===== config.mk =====
export PLATFORM = sky130hd
export DESIGN_NAME = flat_face_shading
export DESIGN_NICKNAME = d
export VERILOG_FILES = /design/src/rtl/ffs_pkg.sv /design/src/rtl/flat_face_shading.sv /design/src/rtl/ffs_rotate.sv /design/src/rtl/ffs_light.sv /design/src/rtl/ffs_color.sv
export SDC_FILE = /design/constraint.sdc
export NUM_CORES = 2
export LEC_CHECK = 0
export ABC_CLOCK_PERIOD_IN_PS = 10010
export BUFFER_PORTS_ARGS = -buffer_cell sky130_fd_sc_hd__buf_2
export CAP_MARGIN = 0
export CORE_UTILIZATION = 40
export DETAILED_ROUTE_END_ITERATION = 8
export PLACE_DENSITY = 0.61
export SLEW_MARGIN = 10
export SYNTH_ARGS = -nofsm -noshare
export SYNTH_HDL_FRONTEND = slang
export SYNTH_HIERARCHICAL = 1
export SYNTH_SLANG_ARGS = --single-unit

===== constraint.sdc =====
create_clock -name clk_i -period 10.01 [get_ports clk_i]
set_input_delay 0.5005 -clock clk_i [delete_from_list [all_inputs] [get_ports clk_i]]
set_output_delay 0.5005 -clock clk_i [all_outputs]
set_load 0.02 [all_outputs]

===== src/rtl/ffs_pkg.sv =====
`timescale 1ns / 1ps
// ffs_pkg: shared types, codes and constants of the flat face shading unit
// no dependencies; used by every module of the block

package ffs_pkg;

  // default fraction bits of the signed fixed point normals and yaw terms
  localparam int FRACTION_BITS = 14;

  // fixed field widths
  localparam int NORMAL_W    = 16;
  localparam int MATERIAL_W  = 3;
  localparam int COLOR_W     = 8;
  localparam int CFG_INDEX_W = 3;
  localparam int CFG_DATA_W  = 16;

  // rotated x and z: sum of two 16x16 signed products
  localparam int ROT_W = 2 * NORMAL_W + 1;

  // material codes, anything else is unknown
  typedef enum logic [MATERIAL_W-1:0] {
    MAT_BODY      = 3'd0,
    MAT_WINDOW    = 3'd1,
    MAT_WHEEL     = 3'd2,
    MAT_HEADLIGHT = 3'd3,
    MAT_TAILLIGHT = 3'd4
  } material_e;

  // configuration register indexes
  typedef enum logic [CFG_INDEX_W-1:0] {
    REG_YAW_SINE   = 3'd0,
    REG_YAW_COSINE = 3'd1,
    REG_BODY_RED   = 3'd2,
    REG_BODY_GREEN = 3'd3,
    REG_BODY_BLUE  = 3'd4
  } cfg_reg_e;

  // fixed material colours
  localparam logic [COLOR_W-1:0] WHEEL_GREY   = 8'd40;
  localparam logic [COLOR_W-1:0] WINDOW_RED   = 8'd0;
  localparam logic [COLOR_W-1:0] WINDOW_GREEN = 8'd50;
  localparam logic [COLOR_W-1:0] WINDOW_BLUE  = 8'd200;
  localparam logic [COLOR_W-1:0] FULL_LEVEL   = 8'd255;
  localparam logic [COLOR_W-1:0] ZERO_LEVEL   = 8'd0;

  // body base colour as held in the configuration registers
  typedef struct packed {
    logic [COLOR_W-1:0] red;
    logic [COLOR_W-1:0] green;
    logic [COLOR_W-1:0] blue;
  } ffs_body_t;

  // one face as it enters the block
  typedef struct packed {
    logic signed [NORMAL_W-1:0] normal_x;
    logic signed [NORMAL_W-1:0] normal_y;
    logic signed [NORMAL_W-1:0] normal_z;
    logic [MATERIAL_W-1:0]      material;
  } ffs_item_t;

  // one shaded face colour
  typedef struct packed {
    logic [COLOR_W-1:0] red;
    logic [COLOR_W-1:0] green;
    logic [COLOR_W-1:0] blue;
    logic               keep_previous;
  } ffs_result_t;

endpackage


===== src/rtl/flat_face_shading.sv =====
`timescale 1ns / 1ps
// flat_face_shading: top level, configuration registers and the shading pipeline
// depends on ffs_pkg, ffs_rotate, ffs_light and ffs_color

// Flat shading of one face per clock. A face is taken whenever start is high;
// busy never rises, since the five-stage pipeline (two rotation stages, two
// lighting stages, one colour stage) always moves on. Each face gives exactly
// one colour, shown on result_o for one cycle with done_o high, in the order
// the faces arrived. The receiver must take each result in that cycle.
// Configuration writes are always accepted (cfg_ready_o is tied high) and
// should be made only while no face is in flight.

module flat_face_shading #(
  parameter int FracBits = ffs_pkg::FRACTION_BITS
) (
  input  logic                            clk_i,
  input  logic                            rst_ni,
  input  logic                            start,
  output logic                            busy,
  input  ffs_pkg::ffs_item_t              item_i,
  input  logic                            cfg_valid_i,
  output logic                            cfg_ready_o,
  input  logic [ffs_pkg::CFG_INDEX_W-1:0] cfg_index_i,
  input  logic [ffs_pkg::CFG_DATA_W-1:0]  cfg_data_i,
  output logic                            done_o,
  output ffs_pkg::ffs_result_t            result_o
);

  localparam int NormW = ffs_pkg::NORMAL_W;
  localparam int ColW  = ffs_pkg::COLOR_W;
  localparam logic [NormW-1:0] CosReset = NormW'(1 << FracBits);

  // configuration registers
  logic signed [NormW-1:0] yaw_sine_q, yaw_cosine_q;
  ffs_pkg::ffs_body_t      body_q;

  assign cfg_ready_o = 1'b1;

  always_ff @(posedge clk_i or negedge rst_ni) begin
    if (!rst_ni) begin
      yaw_sine_q   <= '0;
      yaw_cosine_q <= CosReset;
      body_q       <= '0;
    end else if (cfg_valid_i && cfg_ready_o) begin
      unique case (ffs_pkg::cfg_reg_e'(cfg_index_i))
        ffs_pkg::REG_YAW_SINE:   yaw_sine_q   <= cfg_data_i[NormW-1:0];
        ffs_pkg::REG_YAW_COSINE: yaw_cosine_q <= cfg_data_i[NormW-1:0];
        ffs_pkg::REG_BODY_RED:   body_q.red   <= cfg_data_i[ColW-1:0];
        ffs_pkg::REG_BODY_GREEN: body_q.green <= cfg_data_i[ColW-1:0];
        ffs_pkg::REG_BODY_BLUE:  body_q.blue  <= cfg_data_i[ColW-1:0];
        default: ;
      endcase
    end
  end

  // input transfer
  logic accept;

  assign busy   = 1'b0;
  assign accept = start && !busy;

  // rotation
  logic                                   rot_valid;
  logic signed [ffs_pkg::ROT_W-1:0]       rot_x, rot_z;
  logic signed [NormW+FracBits-1:0]       rot_y;
  logic [ffs_pkg::MATERIAL_W-1:0]         rot_mat;

  ffs_rotate #(
    .FracBits(FracBits)
  ) u_rotate (
    .clk_i       (clk_i),
    .rst_ni      (rst_ni),
    .valid_i     (accept),
    .item_i      (item_i),
    .yaw_sine_i  (yaw_sine_q),
    .yaw_cosine_i(yaw_cosine_q),
    .valid_o     (rot_valid),
    .rot_x_o     (rot_x),
    .rot_y_o     (rot_y),
    .rot_z_o     (rot_z),
    .material_o  (rot_mat)
  );

  // lighting
  logic                           lit_valid;
  logic [FracBits:0]              lit_inten;
  logic [ffs_pkg::MATERIAL_W-1:0] lit_mat;

  ffs_light #(
    .FracBits(FracBits)
  ) u_light (
    .clk_i      (clk_i),
    .rst_ni     (rst_ni),
    .valid_i    (rot_valid),
    .rot_x_i    (rot_x),
    .rot_y_i    (rot_y),
    .rot_z_i    (rot_z),
    .material_i (rot_mat),
    .valid_o    (lit_valid),
    .intensity_o(lit_inten),
    .material_o (lit_mat)
  );

  // colour
  ffs_color #(
    .FracBits(FracBits)
  ) u_color (
    .clk_i      (clk_i),
    .rst_ni     (rst_ni),
    .valid_i    (lit_valid),
    .intensity_i(lit_inten),
    .material_i (lit_mat),
    .body_i     (body_q),
    .valid_o    (done_o),
    .result_o   (result_o)
  );

  // every result comes from a matching face taken earlier
  assert property (@(posedge clk_i) disable iff (!rst_ni)
    done_o |-> $past(accept, 5))
    else $error("result without a matching face");

  // every face taken gives a result
  assert property (@(posedge clk_i) disable iff (!rst_ni)
    accept |-> ##5 done_o)
    else $error("face taken but no result");

  // an unknown material carries a zero colour
  assert property (@(posedge clk_i) disable iff (!rst_ni)
    (done_o && result_o.keep_previous) |->
      (result_o.red == '0 && result_o.green == '0 && result_o.blue == '0))
    else $error("keep flag with a nonzero colour");

  // the keep flag follows the material code of the face
  assert property (@(posedge clk_i) disable iff (!rst_ni)
    done_o |-> (result_o.keep_previous ==
      ($past(item_i.material, 5) > ffs_pkg::MAT_TAILLIGHT)))
    else $error("keep flag does not match the material");

endmodule


===== src/rtl/ffs_rotate.sv =====
`timescale 1ns / 1ps
// ffs_rotate: yaw rotation of the face normal, two register stages
// depends on ffs_pkg

module ffs_rotate #(
  parameter int FracBits = ffs_pkg::FRACTION_BITS
) (
  input  logic                                         clk_i,
  input  logic                                         rst_ni,
  input  logic                                         valid_i,
  input  ffs_pkg::ffs_item_t                           item_i,
  input  logic signed [ffs_pkg::NORMAL_W-1:0]          yaw_sine_i,
  input  logic signed [ffs_pkg::NORMAL_W-1:0]          yaw_cosine_i,
  output logic                                         valid_o,
  output logic signed [ffs_pkg::ROT_W-1:0]             rot_x_o,
  output logic signed [ffs_pkg::NORMAL_W+FracBits-1:0] rot_y_o,
  output logic signed [ffs_pkg::ROT_W-1:0]             rot_z_o,
  output logic [ffs_pkg::MATERIAL_W-1:0]               material_o
);

  localparam int ProdW = 2 * ffs_pkg::NORMAL_W;
  localparam int RotW  = ffs_pkg::ROT_W;
  localparam int RyW   = ffs_pkg::NORMAL_W + FracBits;

  // stage 1: the four rotation products
  logic signed [ProdW-1:0] prod_xc_d, prod_zs_d, prod_zc_d, prod_xs_d;
  logic signed [ProdW-1:0] prod_xc_q, prod_zs_q, prod_zc_q, prod_xs_q;
  logic signed [ffs_pkg::NORMAL_W-1:0] ny_q;
  logic [ffs_pkg::MATERIAL_W-1:0]      mat1_q;
  logic                                vld1_q;

  assign prod_xc_d = item_i.normal_x * yaw_cosine_i;
  assign prod_zs_d = item_i.normal_z * yaw_sine_i;
  assign prod_zc_d = item_i.normal_z * yaw_cosine_i;
  assign prod_xs_d = item_i.normal_x * yaw_sine_i;

  always_ff @(posedge clk_i or negedge rst_ni) begin
    if (!rst_ni) begin
      vld1_q <= 1'b0;
    end else begin
      vld1_q <= valid_i;
    end
  end

  always_ff @(posedge clk_i) begin
    prod_xc_q <= prod_xc_d;
    prod_zs_q <= prod_zs_d;
    prod_zc_q <= prod_zc_d;
    prod_xs_q <= prod_xs_d;
    ny_q      <= item_i.normal_y;
    mat1_q    <= item_i.material;
  end

  // stage 2: combine into the rotated normal, y scaled up to the same point
  logic signed [RotW-1:0] rx_d, rz_d, rx_q, rz_q;
  logic signed [RyW-1:0]  ry_d, ry_q;
  logic [ffs_pkg::MATERIAL_W-1:0] mat2_q;
  logic                           vld2_q;

  assign rx_d = RotW'(prod_xc_q) + RotW'(prod_zs_q);
  assign rz_d = RotW'(prod_zc_q) - RotW'(prod_xs_q);
  assign ry_d = $signed({ny_q, {FracBits{1'b0}}});

  always_ff @(posedge clk_i or negedge rst_ni) begin
    if (!rst_ni) begin
      vld2_q <= 1'b0;
    end else begin
      vld2_q <= vld1_q;
    end
  end

  always_ff @(posedge clk_i) begin
    rx_q   <= rx_d;
    ry_q   <= ry_d;
    rz_q   <= rz_d;
    mat2_q <= mat1_q;
  end

  assign valid_o    = vld2_q;
  assign rot_x_o    = rx_q;
  assign rot_y_o    = ry_q;
  assign rot_z_o    = rz_q;
  assign material_o = mat2_q;

endmodule


===== src/rtl/ffs_light.sv =====
`timescale 1ns / 1ps
// ffs_light: dot product with the fixed light vector and intensity clamp
// depends on ffs_pkg; two register stages

module ffs_light #(
  parameter int FracBits = ffs_pkg::FRACTION_BITS
) (
  input  logic                                         clk_i,
  input  logic                                         rst_ni,
  input  logic                                         valid_i,
  input  logic signed [ffs_pkg::ROT_W-1:0]             rot_x_i,
  input  logic signed [ffs_pkg::NORMAL_W+FracBits-1:0] rot_y_i,
  input  logic signed [ffs_pkg::ROT_W-1:0]             rot_z_i,
  input  logic [ffs_pkg::MATERIAL_W-1:0]               material_i,
  output logic                                         valid_o,
  output logic [FracBits:0]                            intensity_o,
  output logic [ffs_pkg::MATERIAL_W-1:0]               material_o
);

  localparam int OneFx     = 1 << FracBits;
  localparam int LightXInt = -(OneFx / 2);
  localparam int LightYInt = -((OneFx * 8 + 5) / 10);
  localparam int LightZInt = OneFx / 2;
  localparam int LightMin  = (OneFx * 45 + 50) / 100;
  localparam int IntW      = FracBits + 1;
  localparam int DotW      = ffs_pkg::ROT_W + FracBits + 3;
  localparam int ShW       = DotW - 2 * FracBits;

  localparam logic signed [IntW-1:0] LightX = IntW'(LightXInt);
  localparam logic signed [IntW-1:0] LightY = IntW'(LightYInt);
  localparam logic signed [IntW-1:0] LightZ = IntW'(LightZInt);
  localparam logic [ShW-1:0]         OneSh  = ShW'(OneFx);
  localparam logic [ShW-1:0]         MinSh  = ShW'(LightMin);

  // stage 3: products with the light components
  logic signed [DotW-1:0] px_d, py_d, pz_d, px_q, py_q, pz_q;
  logic [ffs_pkg::MATERIAL_W-1:0] mat3_q;
  logic                           vld3_q;

  assign px_d = rot_x_i * LightX;
  assign py_d = rot_y_i * LightY;
  assign pz_d = rot_z_i * LightZ;

  always_ff @(posedge clk_i or negedge rst_ni) begin
    if (!rst_ni) begin
      vld3_q <= 1'b0;
    end else begin
      vld3_q <= valid_i;
    end
  end

  always_ff @(posedge clk_i) begin
    px_q   <= px_d;
    py_q   <= py_d;
    pz_q   <= pz_d;
    mat3_q <= material_i;
  end

  // stage 4: sum, magnitude, truncate and clamp
  logic signed [DotW-1:0] dot;
  logic [DotW-1:0]        mag;
  logic [ShW-1:0]         mag_sh;
  logic [IntW-1:0]        inten_d, inten_q;
  logic [ffs_pkg::MATERIAL_W-1:0] mat4_q;
  logic                           vld4_q;

  assign dot    = px_q + py_q + pz_q;
  assign mag    = dot[DotW-1] ? DotW'(-dot) : DotW'(dot);
  assign mag_sh = mag[DotW-1:2*FracBits];

  always_comb begin
    if (mag_sh < MinSh) begin
      inten_d = MinSh[IntW-1:0];
    end else if (mag_sh > OneSh) begin
      inten_d = OneSh[IntW-1:0];
    end else begin
      inten_d = mag_sh[IntW-1:0];
    end
  end

  always_ff @(posedge clk_i or negedge rst_ni) begin
    if (!rst_ni) begin
      vld4_q <= 1'b0;
    end else begin
      vld4_q <= vld3_q;
    end
  end

  always_ff @(posedge clk_i) begin
    inten_q <= inten_d;
    mat4_q  <= mat3_q;
  end

  assign valid_o     = vld4_q;
  assign intensity_o = inten_q;
  assign material_o  = mat4_q;

endmodule


===== src/rtl/ffs_color.sv =====
`timescale 1ns / 1ps
// ffs_color: material colour selection and shading, output register stage
// depends on ffs_pkg

module ffs_color #(
  parameter int FracBits = ffs_pkg::FRACTION_BITS
) (
  input  logic                           clk_i,
  input  logic                           rst_ni,
  input  logic                           valid_i,
  input  logic [FracBits:0]              intensity_i,
  input  logic [ffs_pkg::MATERIAL_W-1:0] material_i,
  input  ffs_pkg::ffs_body_t             body_i,
  output logic                           valid_o,
  output ffs_pkg::ffs_result_t           result_o
);

  localparam int ShadeW = ffs_pkg::COLOR_W + FracBits + 1;

  // shaded levels; intensity never exceeds one, so no saturation
  logic [ShadeW-1:0] prod_r, prod_g, prod_b, prod_w;

  assign prod_r = body_i.red   * intensity_i;
  assign prod_g = body_i.green * intensity_i;
  assign prod_b = body_i.blue  * intensity_i;
  assign prod_w = ffs_pkg::WHEEL_GREY * intensity_i;

  ffs_pkg::ffs_result_t res_d, res_q;
  logic                 vld_q;

  // colour by material
  always_comb begin
    res_d = '0;
    unique case (ffs_pkg::material_e'(material_i))
      ffs_pkg::MAT_BODY: begin
        res_d.red   = prod_r[FracBits +: ffs_pkg::COLOR_W];
        res_d.green = prod_g[FracBits +: ffs_pkg::COLOR_W];
        res_d.blue  = prod_b[FracBits +: ffs_pkg::COLOR_W];
      end
      ffs_pkg::MAT_WINDOW: begin
        res_d.red   = ffs_pkg::WINDOW_RED;
        res_d.green = ffs_pkg::WINDOW_GREEN;
        res_d.blue  = ffs_pkg::WINDOW_BLUE;
      end
      ffs_pkg::MAT_WHEEL: begin
        res_d.red   = prod_w[FracBits +: ffs_pkg::COLOR_W];
        res_d.green = prod_w[FracBits +: ffs_pkg::COLOR_W];
        res_d.blue  = prod_w[FracBits +: ffs_pkg::COLOR_W];
      end
      ffs_pkg::MAT_HEADLIGHT: begin
        res_d.red   = ffs_pkg::FULL_LEVEL;
        res_d.green = ffs_pkg::FULL_LEVEL;
        res_d.blue  = ffs_pkg::FULL_LEVEL;
      end
      ffs_pkg::MAT_TAILLIGHT: begin
        res_d.red   = ffs_pkg::FULL_LEVEL;
        res_d.green = ffs_pkg::ZERO_LEVEL;
        res_d.blue  = ffs_pkg::ZERO_LEVEL;
      end
      default: begin
        res_d.keep_previous = 1'b1;
      end
    endcase
  end

  always_ff @(posedge clk_i or negedge rst_ni) begin
    if (!rst_ni) begin
      vld_q <= 1'b0;
    end else begin
      vld_q <= valid_i;
    end
  end

  always_ff @(posedge clk_i) begin
    res_q <= res_d;
  end

  assign valid_o  = vld_q;
  assign result_o = res_q;

endmodule


==> summary.txt <==
Floorplan
  • Die Y: 442 µm
  • Chip width: 442 µm
  • Core Region: 193,000 µm²
  • Starting Density: 40.3%
  • Rows: 161
  • Die Area: 196,000 µm²
  • I/O pin total: 102

Detailed routing
  • Via count: 54,073
  • Post-Route WL: 193 mm
  • DRT iter0 DRCs: 2,897
  • Drc violations: 0
  • Post-route ant nets: 0
  • Via density: 5.03
  • Drt pass-1 iters: 7
  • Wire length per cell: 18.0 µm

Final layout
  • Area grow syn2layout: 6.84%
  • Post-layout nets: 10,534
  • Fraction of layout cells with a size suffix above 1: 4.78%
  • Fin cells: 10,753
  • Layout fillers: 18,699

Clocking
  • CTS buffer count: 58
  • Post-CTS Hold Buffers: 20
  • CTS Sinks: 454
  • Total setup buffers inserted after CTS: 0
  • Root buffer cell: clkbuf_16
  • CTS tree: done
  • Clk_lat worst skew: 0.70 ns
  • Clock Pin Slew Worst Setup and Hold Paths: 0.07 ns
  • Post-CTS resize count: 0
  • Htree depth: 2
  • CTS max path bufs: 3

Timing
  • Setup TNS Final: 0 ns
  • Worst rel slew slack: 15.3%
  • Clock Skew: 0.0340 ns
  • Fmax: 137 MHz
  • Final setup fails: 0
  • RSZ-0062 raised after global routing: no
  • Final Hold Fails: 0
  • Slew @ Worst Pin: 1.24 ns
  • Final min period: 7.32 ns
  • Pins Over Slew Limit: 0
  • Tcrit/Tclk final: 73.2%

Synth
  • Main synth FF type: dfxtp_1
  • Mapped Area: 77,600 µm²
  • Post-synth EDFFs: 0
  • Post-synthesis average cell area: 9.44 µm²
  • Post-synth top area cell: fa_1
  • Synth top area cells: fa_1 (39%), ha_1 (13%), dfxtp_1 (10%)
  • Synth warn: 6
  • Synthesized flop and latch total: 454
  • Post-synth top area share: 38.6%
  • Post-synthesis sequential area ratio: 12.1%
  • Post-synthesis async set-or-reset flop share: 13.4%
  • Yosys cell types: 107
  • Post-Synthesis Cells: 8,221
  • Most frequent cells after synthesis: inv_1 (1,799), fa_1 (1,495), and2_1 (794), ha_1 (789), nand2_1 (702)
  • Most frequent cell after synthesis: inv_1

Outcome
  • Outcome: finished clean

Placement
  • Inst Count DP: 10,622
  • HPWL Detailed: 152 mm
  • PortBufs: 99
  • Placer Congestion: 0.889

Setup path
  • Cell Chain, Critical Path: buf_4 > nand2_1 > fa_1 > fa_1 > fa_1 > inv_1 > fa_1 > fa_1 > inv_1 > fa_1 > inv_1 > ha_1 > nand3_1 > o22ai_1 > nor2_1 > o21ai_0 > o21ai_1 > a21oi_1 > nor3_1 > o41ai_1 > a21oi_1 > xnor2_1
  • CP delay by family, top: adder cells
  • Worst Path Max Fanout: 23
  • CP max-delay cell: dfrtp_1
  • Slowest Stage Delay on Critical Path: 1.06 ns
  • Crit path kind: reg -> reg
  • Required @ worst endpoint: 10.59 ns
  • R2R setup slack: 2.69 ns
  • Crit path DAT: 7.90 ns
  • Origin of the worst setup path: yaw_cosine_q[1]
  • Worst path buffer plus inverter count: 4
  • Critical Path Source Type: flop
  • Most used cell, CP: fa_1
  • CP Capture Type: flop
  • Worst R2R Start: yaw_cosine_q[1]

Global routing
  • First-pass GRT wire length: 320 mm
  • Gr usage total: 20.4%
  • Vias in the first global route: 58,822
  • Initial antenna violation count: 17
  • Largest net degree at the start of global routing: 62
  • Grt ovf: 0

Flow run
  • Max cap viols: 0

Worst hold path
  • Hold WC Path Type: in -> async
==> cell type report <==
cell class	instances	area, µm²	share of cell area, %
Antenna cell	3	7.51	0.00905
Clock buffer	73	1620	1.95
Clock inverter	35	505	0.610
Inverter	1800	6760	8.15
Multi-Input combinational cell	5682	60300	72.7
Sequential cell	454	9400	11.3
Tap cell	2526	3160	3.81
Timing Repair Buffer	180	1150	1.39
==> metrics by stage <==
step | cell area, µm² | util, % | setup WS [ns] | hold WS [ns]
floorplan | 77700 | - | 3.70 | 0.205
global placement | 80600 | 41.8 | 2.85 | 0.313
detailed placement | 80600 | 41.8 | 2.77 | 0.312
CTS | 82900 | 43.1 | 2.73 | 0.0338
global route | 82900 | 43.1 | 2.28 | 0.0365
finish | 82900 | 43.1 | 2.69 | 0.0335
==> layer usage <==
| metal | up-vias | share of wire, % | global-route usage [%] |
|---|---|---|---|
| met5 | - | 0.033 | 0 |
| met4 | 10 | 4.1 | 7.39 |
| met3 | 263 | 4.4 | 2.23 |
| li1 | 25111 | - | - |
| met1 | 27468 | 43 | 26.7 |
| met2 | 1221 | 48 | 34.8 |
==> flip-flops by register name (all words and copies together) (netlist names), 25 cells and up <==
name,flops
u_color/result_o,25
u_light/px_q,37
u_light/py_q,45
u_light/pz_q,33
u_rotate/prod_xc_q,32
u_rotate/prod_xs_q,32
u_rotate/prod_zc_q,32
u_rotate/prod_zs_q,32
u_rotate/rot_x_o,33
u_rotate/rot_z_o,33
==> final timing paths <==
path                                                to  cells after the start
worst max-delay path            u_rotate/prod_xc_q[31]                     22
min in group clk_i                      yaw_sine_q[10]                      2
worst min register to register        u_light/pz_q[26]                      0
max in group asynchronous              yaw_cosine_q[5]                      2
worst max register to register  u_rotate/prod_xc_q[31]                     22
worst min-delay path                  yaw_cosine_q[15]                      2
==> layout by cell type, fill, tap and decap left out, drive strengths merged, types with 27 or more instances in the layout <==
cell type and count:
nor2 212, nor4 32, o21a 29, dfrtp 60, xor2 85, a21oi 274, inv 1815, o21ai 166
nand3 61, o211ai 27, nor2b 42, o21bai 37, buf 160, mux2 59, and2 794, fa 1495
dfxtp 393, nand4 39, nand2b 56, a21o 105, ha 789, clkbuf 73, nand2 702, nor3 65
xnor2 242, a31oi 30
==> cells by family (layout without fill, tap and decap cells) <==
logic type	count (synthesis)	after routing	share of synthesized area (%)
xor gates and xnor gates	327	327	3.69
and+or+nand+nor	2123	2123	14.2
muxes	69	69	0.990
adders and majority gates	2284	2284	51.3
other	3	19	0.0145
buffers and inverters	2098	2088	10.3
DFF	454	454	12.1
AOI/OAI and AO/OA	863	863	7.43
Power is left out: the tool's default activity adds up to more than one toggle a clock period on the data nets, which glitch-free logic cannot reach.
